## config.mk

```make
export PLATFORM = sky130hd
export DESIGN_NAME = button_debounce_hold_detect
export DESIGN_NICKNAME = d
export VERILOG_FILES = /design/src/rtl/core/bdh_pkg.sv /design/src/rtl/core/bdh_core.sv /design/src/rtl/core/button_debounce_hold_detect.sv
export SDC_FILE = /design/constraint.sdc
export NUM_CORES = 1
export LEC_CHECK = 0
export BUFFER_PORTS_ARGS = -buffer_cell sky130_fd_sc_hd__buf_2
export CAP_MARGIN = 10
export CORE_MARGIN = 4
export CORE_UTILIZATION = 45
export DETAILED_ROUTE_END_ITERATION = 6
export PLACE_DENSITY = 0.71
export SLEW_MARGIN = 20
export SYNTH_ARGS = -nofsm -noshare
export SYNTH_HDL_FRONTEND = slang
export SYNTH_HIERARCHICAL = 1
export SYNTH_SLANG_ARGS = --single-unit
```

## constraint.sdc

```tcl
create_clock -name clk -period 4.3 [get_ports clk]
set_input_delay 0.215 -clock clk [delete_from_list [all_inputs] [get_ports clk]]
set_output_delay 0.215 -clock clk [all_outputs]
set_load 0.05 [all_outputs]
```

## src/rtl/core/bdh_pkg.sv

```systemverilog
// ---------------------------------------------------------------------------
// bdh_pkg
// Shared types and constants for the button debounce and hold detector.
// ---------------------------------------------------------------------------
package bdh_pkg;

  // Configuration register indexes
  localparam logic [1:0] CFG_DEBOUNCE_TICKS = 2'd0;
  localparam logic [1:0] CFG_HOLD_TICKS     = 2'd1;
  localparam logic [1:0] CFG_PRESSED_LEVEL  = 2'd2;

  // Configuration reset values
  localparam logic [15:0] DEBOUNCE_TICKS_RST = 16'd60;
  localparam logic [15:0] HOLD_TICKS_RST     = 16'd1200;
  localparam logic        PRESSED_LEVEL_RST  = 1'b1;

  // Timer saturation limits
  localparam logic [15:0] DEB_MAX  = 16'hFFFF;
  localparam logic [16:0] HOLD_MAX = 17'h1FFFF;

  // Per-tick result
  typedef struct packed {
    logic click_taken;
    logic hold_taken;
    logic is_pressed;
    logic is_holding;
    logic click_pending;
    logic hold_pending;
  } bdh_result_t;

  // Configuration seen by the core
  typedef struct packed {
    logic [15:0] debounce_ticks;
    logic [15:0] hold_ticks;
    logic        pressed_level;
  } bdh_cfg_t;

endpackage

```

## src/rtl/core/bdh_core.sv

```systemverilog
// ---------------------------------------------------------------------------
// bdh_core
// Debounce and hold state with the single-tick update logic. The state
// advances by one tick whenever step is high; the result of that tick is
// presented combinationally for the caller to register.
// ---------------------------------------------------------------------------
module bdh_core
  import bdh_pkg::*;
(
  input  logic        clk,
  input  logic        rst_n,
  input  logic        step,
  input  logic        raw_level,
  input  logic        enabled,
  input  logic        consume_event,
  input  bdh_cfg_t    cfg,
  output bdh_result_t res
);

  logic        lvl_r,   lvl_nxt;
  logic        drun_r,  drun_nxt;
  logic [15:0] dcnt_r,  dcnt_nxt;
  logic        htim_r,  htim_nxt;
  logic [16:0] hcnt_r,  hcnt_nxt;
  logic        hdet_r,  hdet_nxt;
  logic        click_r, click_nxt;
  logic        holdp_r, holdp_nxt;
  logic        click_tk, hold_tk;

  // One tick: advance timers, sample, then serve a consume request
  always_comb begin
    lvl_nxt   = lvl_r;
    drun_nxt  = drun_r;
    htim_nxt  = htim_r;
    hdet_nxt  = hdet_r;
    click_nxt = click_r;
    holdp_nxt = holdp_r;
    click_tk  = 1'b0;
    hold_tk   = 1'b0;

    // timers run on wall time, saturating
    dcnt_nxt = (drun_r && dcnt_r != DEB_MAX) ? dcnt_r + 16'd1 : dcnt_r;
    hcnt_nxt = (htim_r && hcnt_r != HOLD_MAX) ? hcnt_r + 17'd1 : hcnt_r;

    // sampling is frozen while an event is pending
    if (enabled && !click_r && !holdp_r) begin
      if (raw_level == lvl_r) begin
        drun_nxt = 1'b0;
        dcnt_nxt = '0;
        if (htim_r && hcnt_nxt > {1'b0, cfg.hold_ticks}) begin
          hdet_nxt  = 1'b1;
          holdp_nxt = 1'b1;
          htim_nxt  = 1'b0;
          hcnt_nxt  = '0;
        end
      end else if (!drun_r) begin
        drun_nxt = 1'b1;
        dcnt_nxt = '0;
      end else if (dcnt_nxt >= cfg.debounce_ticks) begin
        // level change accepted
        drun_nxt  = 1'b0;
        dcnt_nxt  = '0;
        lvl_nxt   = raw_level;
        holdp_nxt = 1'b0;
        hdet_nxt  = 1'b0;
        hcnt_nxt  = '0;
        if (raw_level == cfg.pressed_level) begin
          htim_nxt = 1'b1;
        end else begin
          click_nxt = 1'b1;
          htim_nxt  = 1'b0;
        end
      end
    end

    // consume: click has priority over hold
    if (consume_event) begin
      if (click_nxt) begin
        click_nxt = 1'b0;
        click_tk  = 1'b1;
      end else if (holdp_nxt) begin
        holdp_nxt = 1'b0;
        htim_nxt  = 1'b0;
        hcnt_nxt  = '0;
        hold_tk   = 1'b1;
      end
    end
  end

  assign res.click_taken   = click_tk;
  assign res.hold_taken    = hold_tk;
  assign res.is_pressed    = (lvl_nxt == cfg.pressed_level);
  assign res.is_holding    = hdet_nxt;
  assign res.click_pending = click_nxt;
  assign res.hold_pending  = holdp_nxt;

  // State registers
  always_ff @(posedge clk) begin
    if (!rst_n) begin
      lvl_r   <= 1'b0;
      drun_r  <= 1'b0;
      dcnt_r  <= '0;
      htim_r  <= 1'b0;
      hcnt_r  <= '0;
      hdet_r  <= 1'b0;
      click_r <= 1'b0;
      holdp_r <= 1'b0;
    end else if (step) begin
      lvl_r   <= lvl_nxt;
      drun_r  <= drun_nxt;
      dcnt_r  <= dcnt_nxt;
      htim_r  <= htim_nxt;
      hcnt_r  <= hcnt_nxt;
      hdet_r  <= hdet_nxt;
      click_r <= click_nxt;
      holdp_r <= holdp_nxt;
    end
  end

endmodule

```

## src/rtl/core/button_debounce_hold_detect.sv

```systemverilog
// ---------------------------------------------------------------------------
// button_debounce_hold_detect
// Push-button debouncer with long-press detection and click/hold events.
// ---------------------------------------------------------------------------
// Each input transfer is one time tick carrying the raw pin level, an enable
// and a consume request; each tick yields exactly one result transfer with
// the events taken and the status after that tick. Ticks pass through an
// input register and a result register, so a tick can be accepted every
// clock while the output is not stalled; the debounce and hold state is
// updated as a tick moves from the input register into the result register.
// Configuration (debounce_ticks, hold_ticks, pressed_level) is written over
// the cfg_ port, which is always ready; write it only while the block is idle.
// ---------------------------------------------------------------------------
module button_debounce_hold_detect
  import bdh_pkg::*;
(
  input  logic        clk,
  input  logic        rst_n,
  // configuration
  input  logic        cfg_valid,
  output logic        cfg_ready,
  input  logic [1:0]  cfg_index,
  input  logic [15:0] cfg_data,
  // tick input
  input  logic        in_valid,
  output logic        in_stall,
  input  logic        in_raw_level,
  input  logic        in_enabled,
  input  logic        in_consume_event,
  // result output
  output logic        out_valid,
  input  logic        out_stall,
  output logic        out_click_taken,
  output logic        out_hold_taken,
  output logic        out_is_pressed,
  output logic        out_is_holding,
  output logic        out_click_pending,
  output logic        out_hold_pending
);

  bdh_cfg_t    cfg_r;
  logic        iv_r;
  logic        raw_r, en_r, cons_r;
  logic        ov_r;
  bdh_result_t res, res_r;
  logic        out_adv;
  logic        in_adv;

  // Configuration registers
  assign cfg_ready = 1'b1;

  always_ff @(posedge clk) begin
    if (!rst_n) begin
      cfg_r.debounce_ticks <= DEBOUNCE_TICKS_RST;
      cfg_r.hold_ticks     <= HOLD_TICKS_RST;
      cfg_r.pressed_level  <= PRESSED_LEVEL_RST;
    end else if (cfg_valid && cfg_ready) begin
      case (cfg_index)
        CFG_DEBOUNCE_TICKS: cfg_r.debounce_ticks <= cfg_data;
        CFG_HOLD_TICKS:     cfg_r.hold_ticks     <= cfg_data;
        CFG_PRESSED_LEVEL:  cfg_r.pressed_level  <= cfg_data[0];
        default: ;
      endcase
    end
  end

  // Pipeline flow: result stage frees when empty or taken
  assign out_adv  = !ov_r || !out_stall;
  assign in_adv   = !iv_r || out_adv;
  assign in_stall = !in_adv;

  // Input register
  always_ff @(posedge clk) begin
    if (!rst_n) begin
      iv_r <= 1'b0;
    end else if (in_adv) begin
      iv_r <= in_valid;
    end
  end

  always_ff @(posedge clk) begin
    if (in_adv && in_valid) begin
      raw_r  <= in_raw_level;
      en_r   <= in_enabled;
      cons_r <= in_consume_event;
    end
  end

  // Tick update
  bdh_core u_core (
    .clk           (clk),
    .rst_n         (rst_n),
    .step          (iv_r && out_adv),
    .raw_level     (raw_r),
    .enabled       (en_r),
    .consume_event (cons_r),
    .cfg           (cfg_r),
    .res           (res)
  );

  // Result register
  always_ff @(posedge clk) begin
    if (!rst_n) begin
      ov_r <= 1'b0;
    end else if (out_adv) begin
      ov_r <= iv_r;
    end
  end

  always_ff @(posedge clk) begin
    if (out_adv && iv_r) begin
      res_r <= res;
    end
  end

  assign out_valid         = ov_r;
  assign out_click_taken   = res_r.click_taken;
  assign out_hold_taken    = res_r.hold_taken;
  assign out_is_pressed    = res_r.is_pressed;
  assign out_is_holding    = res_r.is_holding;
  assign out_click_pending = res_r.click_pending;
  assign out_hold_pending  = res_r.hold_pending;

endmodule
```

# After elaboration in Yosys (flattened, before gate mapping)
# Cells that the tools add are included.
totals:
  reg_bits: 83
  wordCells: 105
  in_bits: 26
classes:
  n_mux: 50
  eq_ne: 7
  n_addsub: 2
  magnitude_cmp: 2
  bitwise: 1
  n_reduce_logical: 21
op_table:
  columns: ["operator", "n"]
  rows:
  - ["$mux 17", 9]
  - ["$mux 16", 5]
  - ["$mux 1", 36]
  - ["$add 17x1->17 const B", 1]
  - ["$gt 17x16->1", 1]
  - ["$ne 17x17->1 const B", 1]
  - ["$add 16x1->16 const B", 1]
  - ["$ge 16x16->1", 1]
  - ["$ne 16x16->1 const B", 1]
  - ["$reduce_and 2->1", 4]
  - ["$logic_and 1x1->1", 7]
  - ["$logic_not 1->1", 6]
  - ["$eq 1x1->1", 3]
  - ["$eq 2x1->1 const B", 1]
  - ["$eq 2x2->1 const B", 1]
  - ["$logic_not 2->1", 1]
  - ["$logic_or 1x1->1", 2]
  - ["$reduce_or 2->1", 1]
  - ["$not 1->1", 1]

# Depth between registers and ports, before layout
# Gate-level depths: netlist (run 1).
logic_depth:
  word_depth: 11
  depth_mapped: 22

# Modules after synthesis
# The synthesis (run 1) kept the hierarchy.
by_module_without_submodules:
  columns: ["module", "instances", "area_each_um2", "cells_each"]
  rows:
  - ["bdh_core", 1, 3201.8, 422]
  - ["button_debounce_hold_detect", 1, 1725.4, 153]

# Worst setup path after synthesis (run 1)
# No wires, ideal clock.
synth_path:
  path_kind: "register to register"
  start: "register u_core.hcnt_r[4]"
  end: "register u_core.hcnt_r[1]"
  stages_incl_launch_ff: 22
  required_time_ps: 4229
  arrival_ps: 4128
  setup_time_ps: 71
  synth_period_minus_slack_ps: 4198
  slack_ps: 102
  path_buffers: 2
  cell_sequence: "dfxtp_1 clkbuf_1 and3_1 and3_1 nand3_1 nor3_1 ha_1 nand2b_2 nor2_1 nand2_1 nor2_1 nand3_1 xnor2_1 ha_1 and3_1 a2111oi_2 nor4_1 a211o_1 a311oi_2 buf_2 nand3_1 a21oi_1"
synth_between:
  elab_chain_cells: 11
  word_cells_on_any_way: 17
  cone_classes: "add/sub: 1; order compare: 1; eq/ne: 1; mux: 12; reduce/logical: 2"
synth_rtl:
  columns: ["item", "line_no", "rtl"]
  rows:
  - ["from (decl)", "bdh_core.sv:24", "logic [16:0] hcnt_r, hcnt_nxt;"]
  - ["from (signal assigned)", "bdh_core.sv:113", "hcnt_r <= hcnt_nxt;"]
  - ["branches (longest 2 deep; another with $add 17x1->17)", null, null]
  - ["$mux 17 (*)", "bdh_core.sv:43", "hcnt_nxt = (htim_r && hcnt_r != HOLD_MAX) ? hcnt_r + 17'd1 : hcnt_r;"]
  - ["$gt 17x16->1", "bdh_core.sv:50", "if (htim_r && hcnt_nxt > {1'b0, cfg.hold_ticks}) begin"]
  - ["$logic_and 1x1->1", "bdh_core.sv:50", null]
  - ["$mux 17 / $mux 1 (equally long branches)", "bdh_core.sv:50", null]
  - ["$mux 17 / $mux 1 (equally long branches)", "bdh_core.sv:47", "if (raw_level == lvl_r) begin"]
  - ["$mux 17 / $mux 1 (equally long branches)", "bdh_core.sv:46", "if (enabled && !click_r && !holdp_r) begin"]
  - ["$mux 17", "bdh_core.sv:81", "end else if (holdp_nxt) begin"]
  - ["$mux 17", "bdh_core.sv:78", "if (click_nxt) begin"]
  - ["$mux 17 (*)", "bdh_core.sv:77", "if (consume_event) begin"]
# Mark *: on every way between the ends.
# A chain may end at the register's enable or synchronous reset.

# Final worst setup path (run 1)
layout_path:
  start: "register u_core.hcnt_r[6]"
  end: "register u_core.hcnt_r[14]"
# The elaborated chain is that of the path after synthesis.

==> summary by stage, run 1 <==
Floorplan
The area of the core is 10500 µm². The initial standard-cell utilization of the core is 0.469. The die footprint is roughly 13000 µm². The count of boundary I/O pins is 35. The die height is 113 µm. The floorplan has 37 rows. The floorplan step set the die width to around 110 µm.

Detailed routing
Before antenna repair, the detailed router went through 5 iterations. For this block, the routed nets add up to between 10000 and 15000 µm of wire. The DRC violation count after routing is 0. The average detailed-routed wire length per instance is around 16 µm. Across all layers, the routed design uses 4368 vias.

The per-cell via count in the routed design is ~5.6. In this run, the number of DRC markers left after iteration 0 of detailed routing was roughly 300. The count of nets left with antenna violations once routing finished came out at 0.

Synth
The synthesized design spends more area on one cell type than any other, namely sky130_fd_sc_hd__dfxtp_1. Of the total synthesized cell area, the portion taken by XOR and XNOR cells is 0.0569. Synthesis instantiated 63 different standard cells from the library. Ranked by total cell area, the synthesized netlist is headed by sky130_fd_sc_hd__dfxtp_1 (30%), sky130_fd_sc_hd__ha_1 (8.9%), sky130_fd_sc_hd__nand2_1 (6.8%). The synthesized instance count is roughly 580. During synthesis, Yosys emitted a total of 6 warnings. The area share of and/or/nand/nor cells after synthesis is 0.223.

The post-synthesis share of cell area spent on full adders, half adders and majority gates is 0.0889. The share of synthesized area in the top cell type comes to 0.301. For this run, asynchronously set or reset flops after synthesis account for 0.

The sequential area share after synthesis is 0.356. The area fraction in compound gates after synthesis is 0.141. The summed instance area of the synthesized netlist is between 4000 and 5000 µm².

The dominant combinational cell family by area after synthesis is simple AND/OR/NAND/NOR gates. Counting every net in the synthesized netlist gives ~640. After synthesis the netlist holds a flip-flop and latch count of 83. Counting flops with a built-in enable in the synthesized netlist gives 9. The portion of synthesized area spent on multiplexers is 0.0632. Among all flip-flop cells after synthesis, the most frequent one is sky130_fd_sc_hd__dfxtp_1. Each instance of the synthesized netlist takes up on average approximately 8.6 µm².

STA
The worst clock skew is 0.0104 ns. The number of max-slew violations in the final report was 0. Of the available clock period, the critical path in the final layout requires 1.00.

The slew at the pin closest to its max-slew limit is between 1 and 1.5 ns. Based on the critical path, the design can be clocked at up to between 200 and 250 MHz. After routing, the total negative slack on setup checks comes to -0.0149 ns. The number of hold violations in the final report is 0. Setup repair after global routing could not meet its margin everywhere. The routed design could run at a clock period as short as around 4.3 ns. The worst slew margin relative to its limit is 0.281. After layout, the worst setup slack is -0.0149 ns.

The final setup violation count is 1. The hold slack is approximately 0.028 ns.

CTS
The CTS tree is yes. The tree built by TritonCTS fans out to a little over 80 sinks. After clock tree synthesis, the clock-pin slew on the worst setup and hold paths is around 0.080 ns. The buffer depth of the longest clock path is 2.

For this design, the CTS-stage hold fixing added 0 buffers. The H-tree depth is 3. The CTS root buffer is sky130_fd_sc_hd__clkbuf_8. The total CTS buffers is 9. Clock latency on the worst-skew pair, taken at its later pin, is around 0.37 ns.

Global routing
The total grt overflow is 0. The total routing resource utilization after global routing is 0.192. The first global-routing pass estimated 20000 µm of wire. Entering global routing, the biggest net connects 56 pins.

The number of antenna violations at the first check in global routing is 0. The via count of the first global-routing pass was approximately 4300.

Critical path
In this run the critical register-to-register path is captured at u_core/hcnt_r[14]. The startpoint of the worst setup timing path is u_core/hcnt_r[6]. The critical path crosses 23 cells after its start point. The worst setup path is of the reg -> reg kind. For the worst setup path, the data required time is 4.58 ns. The signal on the critical path passes through and3_4 > and3_4 > nand3_4 > nor3_2 > ha_2 > nor2b_2 > nand4_1 > buf_6 > nor2_4 > nand4_1 > xnor2_2 > ha_1 > a21oi_1 > nor2b_1 > a2111oi_4 > nor4_1 > a211o_1 > a311oi_4 > buf_6 > buf_12 > buf_16 > nand3_1 > a21oi_1. Counting both buffers and inverters, the worst setup path holds a total of 4. In this run the register-to-register setup slack is -0.01 ns.

The largest delay contributor family on the critical path is simple AND/OR/NAND/NOR gates. For this design, the slowest cell found on the critical path is sky130_fd_sc_hd__a211o_1. In this run the critical register-to-register path is launched from u_core/hcnt_r[6]. The worst setup path is launched from a flip-flop.

The arrival time at the worst endpoint is 4.59 ns. The depth of the most critical reg-to-reg path is 23. The endpoint of the worst setup timing path is u_core/hcnt_r[14]. The maximum cell stage delay along the critical path is roughly 0.34 ns.

The maximum fanout encountered on the critical timing path is 5. The critical path endpoint category is a flip-flop.

Cells and area
The number of antenna diodes in the final layout is 0. Once layout is complete, the utilization of the core stands at 0.575. The sequential cells in the finished layout cover a total of roughly 1800 µm². In the final layout, the multi-input gates occupy 3170 µm². The library cell used most frequently in the layout, excluding fill and tap cells, is sky130_fd_sc_hd__nand2_1. After filler insertion, the fill cell instance count of the layout stands at 906.

Compared with the post-synthesis result, the final layout area differs by 22.7%. In the layout the commonest cells are sky130_fd_sc_hd__nand2_1 (86), sky130_fd_sc_hd__dfxtp_1 (63), sky130_fd_sc_hd__buf_4 (45). After the last flow step, the layout net total stands at 700. The share of cells above drive strength 1 is 0.264.

Outcome
The run finished, with violations left. The checks that failed: setup timing.

Place
Buffers placed on the I/O ports in this run total 33. Routability-driven placement finished with a final weighted congestion of around 0.84. Detailed placement ended at an HPWL of ~8300 µm. Before CTS, the worst setup slack after placement is -0.101 ns.

Pwr
The power density normalized to cell area is about 250 nW/µm². IR analysis of the VDD net gives a maximum drop of 0.202 mV. The overall power after layout is around 1500 µW. The total leakage power is 0.00261 µW.

Job
The number of max-cap violations is 0.

Hold path
The launch point of the worst hold path is in_raw_level. The min-delay analysis places its worst path in the category in -> reg.
## synthesized netlist by cell type (all sizes together), types with 4 or more instances
cell type,count
nand4,12
o211ai,5
buf,16
nor3,9
edfxtp,9
and2b,4
a21o,6
a21oi,38
a22o,5
nand2b,6
inv,41
xor2,14
nand2,89
and3b,4
mux2i,30
xnor2,18
o21ai,12
nor2b,11
nor4,4
clkbuf,15
dfxtp,74
ha,35
nor2,26
and3,8
nand3,31
a31oi,7
## worst min path at each step
stage             end  depth (start not counted)
2_1_floorplan  cons_r                          0
3_3_place_gp    raw_r                          1
3_5_place_dp    raw_r                          1
4_1_cts         raw_r                          1
5_1_grt         raw_r                          1
6_report        raw_r                          1
## metal layers
layer	track usage	vias up	share of wire
met2	0.319	149	0.48
met5	0	-	0
met4	0.0689	0	0.021
li1	-	2122	-
met1	0.248	2067	0.44
met3	0.0367	30	0.053
## repair_timing
action	CTS	global route
resized for setup	23	52
setup buffers	18	9
pin swaps	10	34
cloned	2	0
setup endpoints to repair	17	38
## flip-flops by register name (all words and copies together) (netlist names)
| signal | count |
|---|---|
| raw_r | 1 |
| out_valid | 1 |
| out_is_holding | 1 |
| u_core/hdet_r | 1 |
| cfg_r | 33 |
| u_core/hcnt_r | 17 |
| en_r | 1 |
| out_hold_taken | 1 |
| out_hold_pending | 1 |
| u_core/holdp_r | 1 |
| cons_r | 1 |
| u_core/drun_r | 1 |
| out_click_pending | 1 |
| out_click_taken | 1 |
| out_is_pressed | 1 |
| u_core/htim_r | 1 |
| u_core/click_r | 1 |
| iv_r | 1 |
| u_core/dcnt_r | 16 |
| u_core/lvl_r | 1 |
## layout make-up
cell class,count,share of cell area
Clock buffer,10,0.0211
Clock inverter,6,0.00931
Tap cell,136,0.0281
Inverter,41,0.0255
Multi-Input combinational cell,420,0.524
Sequential cell,83,0.292
Timing Repair Buffer,84,0.0999
## report_power, final
group	switching, µW	total, µW	internal, µW
combinational	89.6	140	50.0
clock	288	552	264
sequential	11.2	809	798
total	389	1500	1110
## metrics by stage
stage	instances	cell area (µm²)
after global placement	736	5260
after global routing	780	6050
final	780	6050
after CTS	772	5740
after floorplan	575	4930
after detailed placement	736	5260
## worst reg2reg max path, cell delays in order (launching register included)
cell and delay (ns):
sky130_fd_sc_hd__dfxtp_2 0.32, sky130_fd_sc_hd__and3_4 0.18, sky130_fd_sc_hd__and3_4 0.19, sky130_fd_sc_hd__nand3_4 0.09, sky130_fd_sc_hd__nor3_2 0.04, sky130_fd_sc_hd__ha_2 0.20
sky130_fd_sc_hd__nor2b_2 0.15, sky130_fd_sc_hd__nand4_1 0.13, sky130_fd_sc_hd__buf_6 0.18, sky130_fd_sc_hd__nor2_4 0.12, sky130_fd_sc_hd__nand4_1 0.16, sky130_fd_sc_hd__xnor2_2 0.18
sky130_fd_sc_hd__ha_1 0.33, sky130_fd_sc_hd__a21oi_1 0.19, sky130_fd_sc_hd__nor2b_1 0.11, sky130_fd_sc_hd__a2111oi_4 0.31, sky130_fd_sc_hd__nor4_1 0.09, sky130_fd_sc_hd__a211o_1 0.34
sky130_fd_sc_hd__a311oi_4 0.31, sky130_fd_sc_hd__buf_6 0.17, sky130_fd_sc_hd__buf_12 0.10, sky130_fd_sc_hd__buf_16 0.11, sky130_fd_sc_hd__nand3_1 0.09, sky130_fd_sc_hd__a21oi_1 0.14
## cells by family (layout without fill, tap and decap cells)
| logic type | Yosys count | count (layout) |
|---|---|---|
| adders and majority gates | 35 | 35 |
| muxes | 31 | 31 |
| DFF | 83 | 83 |
| AOI/OAI and AO/OA | 102 | 102 |
| buffers and inverters | 72 | 141 |
| and+or+nand+nor | 219 | 219 |
| xor gates and xnor gates | 32 | 32 |
| other | 1 | 1 |
Power figures use the tool's default switching activity.
==> inputs of run 2 (changes only) <==
--- a/config.mk
+++ b/config.mk
@@ -11,6 +11,7 @@
 export CORE_UTILIZATION = 45
 export DETAILED_ROUTE_END_ITERATION = 6
 export PLACE_DENSITY = 0.71
+export RECOVER_POWER = 50
 export SLEW_MARGIN = 20
 export SYNTH_ARGS = -nofsm -noshare
 export SYNTH_HDL_FRONTEND = slang
==> summary by stage, run 2 (same netlist as run 1, synthesis figures left out) <==
STA
Setup repair after global routing could not meet its margin everywhere. The worst clock skew is 0.0109 ns. The number of max-slew violations in the final report is 0. Dividing the final minimum period by the clock period gives 1.00. The worst slew margin relative to its limit is 0.274. The final setup violation count is 2. The slew at the pin closest to its max-slew limit is around 1.1 ns.

The least setup slack across all paths after layout is -0.0184 ns. The final critical path time including I/O delays and setup is 4.32 ns. The top achievable clock speed is approximately 230 MHz. The number of hold violations in the final report was 0. Final hold analysis gives a worst-case slack of about 0.028 ns.

CTS
The insertion delay of the later-clocked pin in the worst-skew pair is 0.37 ns. The total CTS buffers is 9. The clock sink total is 83.

The CTS root buffer is sky130_fd_sc_hd__clkbuf_8. After clock tree synthesis, the flow added hold-fix buffers numbering 0. In this run the deepest clock path goes through 2 buffers. CTS built an H-tree with a depth of 3. The clock-pin slew on the worst setup and hold paths is 0.08 ns.

TritonCTS built the clock tree.

Global routing
The global-route wire length before repair is ~20000 µm. The via count of the first global-routing pass is roughly 4300. For this run, the total global-route usage over all layers was measured as 0.192. Entering global routing, the biggest net connects 56 pins. Summed over all layers, the global routing overflow is 0. The number of antenna violations at the first check in global routing is 0.

Detailed routing
The highest routed metal layer is met4. The detailed-routing iteration count for the pre-antenna-repair pass is 5. After detailed routing, the met2 layer carries just over 6000 µm of wire. Dividing the detail-routed wire length by the instance count gives between 15 and 20 µm. Detailed routing inserted a total of ~4400 vias.

The DRC violation count after routing is 0. The wire length on met3 is between 600 and 700 µm. Summed over all layers, the routed wires come to about 13000 µm.

In the routed layout, each cell is associated on average with a via count of roughly 5.6. The met1 layer wirelength in the final routing is between 5000 and 6000 µm. Once detail routing completed, the nets flagged for antenna violations numbered 0. The initial DRC count is 325.

Pwr
The completed layout was analyzed and its total power is between 1000 and 1500 µW. Across the VDD grid, the largest voltage drop is 0.203 mV. The power density normalized to cell area is 248 nW/µm². Summed over all cells, the static leakage comes to about 0.0026 µW.

Cells and area
The number of standard cells in the final layout excluding fillers is approximately 800. 0 antenna diodes ended up in the layout. Summing all multi-input logic gate instances after layout gives 3160 µm². The largest registers in the layout are cfg_r: 33 flops, u_core/hcnt_r: 17 flops, u_core/dcnt_r: 16 flops. The layout has just over 900 filler cells.

The most flop-heavy register is cfg_r. In the final layout, the share of cells above drive strength 1 is 0.259. The area of all sequential standard cells is 1770 µm².

Leaving out fill and tap cells, the most frequent cell in the layout is sky130_fd_sc_hd__nand2_1. The number of flip-flops under the largest register name is 33. Relative to the synthesized area, the layout overhead comes to 22.6%. In the final design database the tool counted 700 nets. For this run, the share of the core covered by cells in the final layout is 0.575.

In the layout the commonest cells are sky130_fd_sc_hd__nand2_1 (86), sky130_fd_sc_hd__dfxtp_1 (63), sky130_fd_sc_hd__buf_4 (45).

Floorplan
The core region is 10500 µm². The initial standard-cell utilization of the core is 0.469. The placement row count is 37. The die is between 100 and 150 µm wide. The count of boundary I/O pins is 35. From bottom edge to top edge, the die measures between 100 and 150 µm. The die footprint is 12700 µm².

Place
The final weighted congestion in routability-driven placement is 0.841. The number of I/O port buffers is 33. Prior to clock tree synthesis, the placed netlist has a worst setup slack of -0.101 ns. After detailed placement, the design holds a cell count of around 740. Detailed placement ended at an HPWL of roughly 8300 µm.

Critical path
The kind of cell with the highest combined delay along the critical path is simple AND/OR/NAND/NOR gates. The class of the most critical setup path is reg -> reg. The maximum cell stage delay along the critical path is 0.34 ns. The slowest stage of the critical path belongs to the cell sky130_fd_sc_hd__a211o_1. Of all nets on the critical path, the largest fanout is 5. For the worst setup path, the data required time is 4.58 ns. The critical path endpoint category is a flip-flop. Data arrives at the worst endpoint at approximately 4.6 ns. Together, buffers and inverters on the worst path number 4.

The type of element launching the critical path is a flip-flop. Traced cell by cell, the critical path runs through and3_4 > and3_4 > nand3_4 > nor3_2 > ha_2 > nor2b_2 > nand4_1 > buf_6 > nor2_4 > nand4_1 > xnor2_2 > ha_1 > a21oi_1 > nor2b_1 > a2111oi_4 > nor4_1 > a211o_1 > a311oi_4 > buf_6 > buf_12 > buf_16 > nand3_1 > a21oi_1.

Hold path
The min-delay analysis places its worst path in the category in -> reg.

Job
Across the run, the number of max-cap violations was 0.

Outcome
The flow ran to the end, but the final reports show violations. The final reports fail on setup timing.
run 2: cell count changes in the layout (fill, tap and decap cells not counted):
cell	before	now
sky130_fd_sc_hd__nor3b_1	2	3
sky130_fd_sc_hd__and3b_2	2	1
sky130_fd_sc_hd__nor3b_2	1	0
sky130_fd_sc_hd__buf_2	33	32
sky130_fd_sc_hd__clkbuf_1	1	2
sky130_fd_sc_hd__and3b_1	2	3
run 2: metal layers:
metal,global-route usage,up-vias
li1,-,2126
met1,0.248,2061
met2,0.319,132
met3,0.0367,32
met4,0.0689,0
met5,0,-
run 2: path summary, 6_finish.rpt:
| path | cells past startpoint | slack, ns | to | startpoint |
|---|---|---|---|---|
| worst max-delay path | 23 | -0.02 | u_core/hcnt_r[14] | u_core/hcnt_r[6] |
| worst min-delay path | 1 | 0.03 | raw_r | in_raw_level |
| worst max register to register | 23 | -0.02 | u_core/hcnt_r[14] | u_core/hcnt_r[6] |
| worst min register to register | 2 | 0.46 | cfg_r[7] | cfg_r[7] |
run 2: metrics by stage:
step                TNS (ns)  cell area, µm²
floorplan                  0            4930
global placement           0            5260
detailed placement     -1.18            5260
CTS                        0            5740
global route           -2.89            6040
finish               -0.0213            6040
run 2: what timing repair did:
item,in CTS,in global routing
setup buffers,18,9
cloned,2,0
pin swaps,10,34
resized for setup,23,52
setup endpoints to repair,17,38
run 2: layout make-up:
| cell class | count | share of cell area |
|---|---|---|
| multi-input combinational | 420 | 0.524 |
| tap | 136 | 0.0282 |
| timing repair buffer | 84 | 0.0999 |
| clock inverter | 6 | 0.00932 |
| sequential | 83 | 0.292 |
| inverter | 41 | 0.0255 |
| clock buffer | 10 | 0.0211 |
run 2: report_power, final:
group | leakage, µW | switching [µW] | internal, µW
registers | 0.000692 | 11.2 | 798
clock network | 0.0000935 | 288 | 264
logic | 0.00182 | 89.2 | 49.8
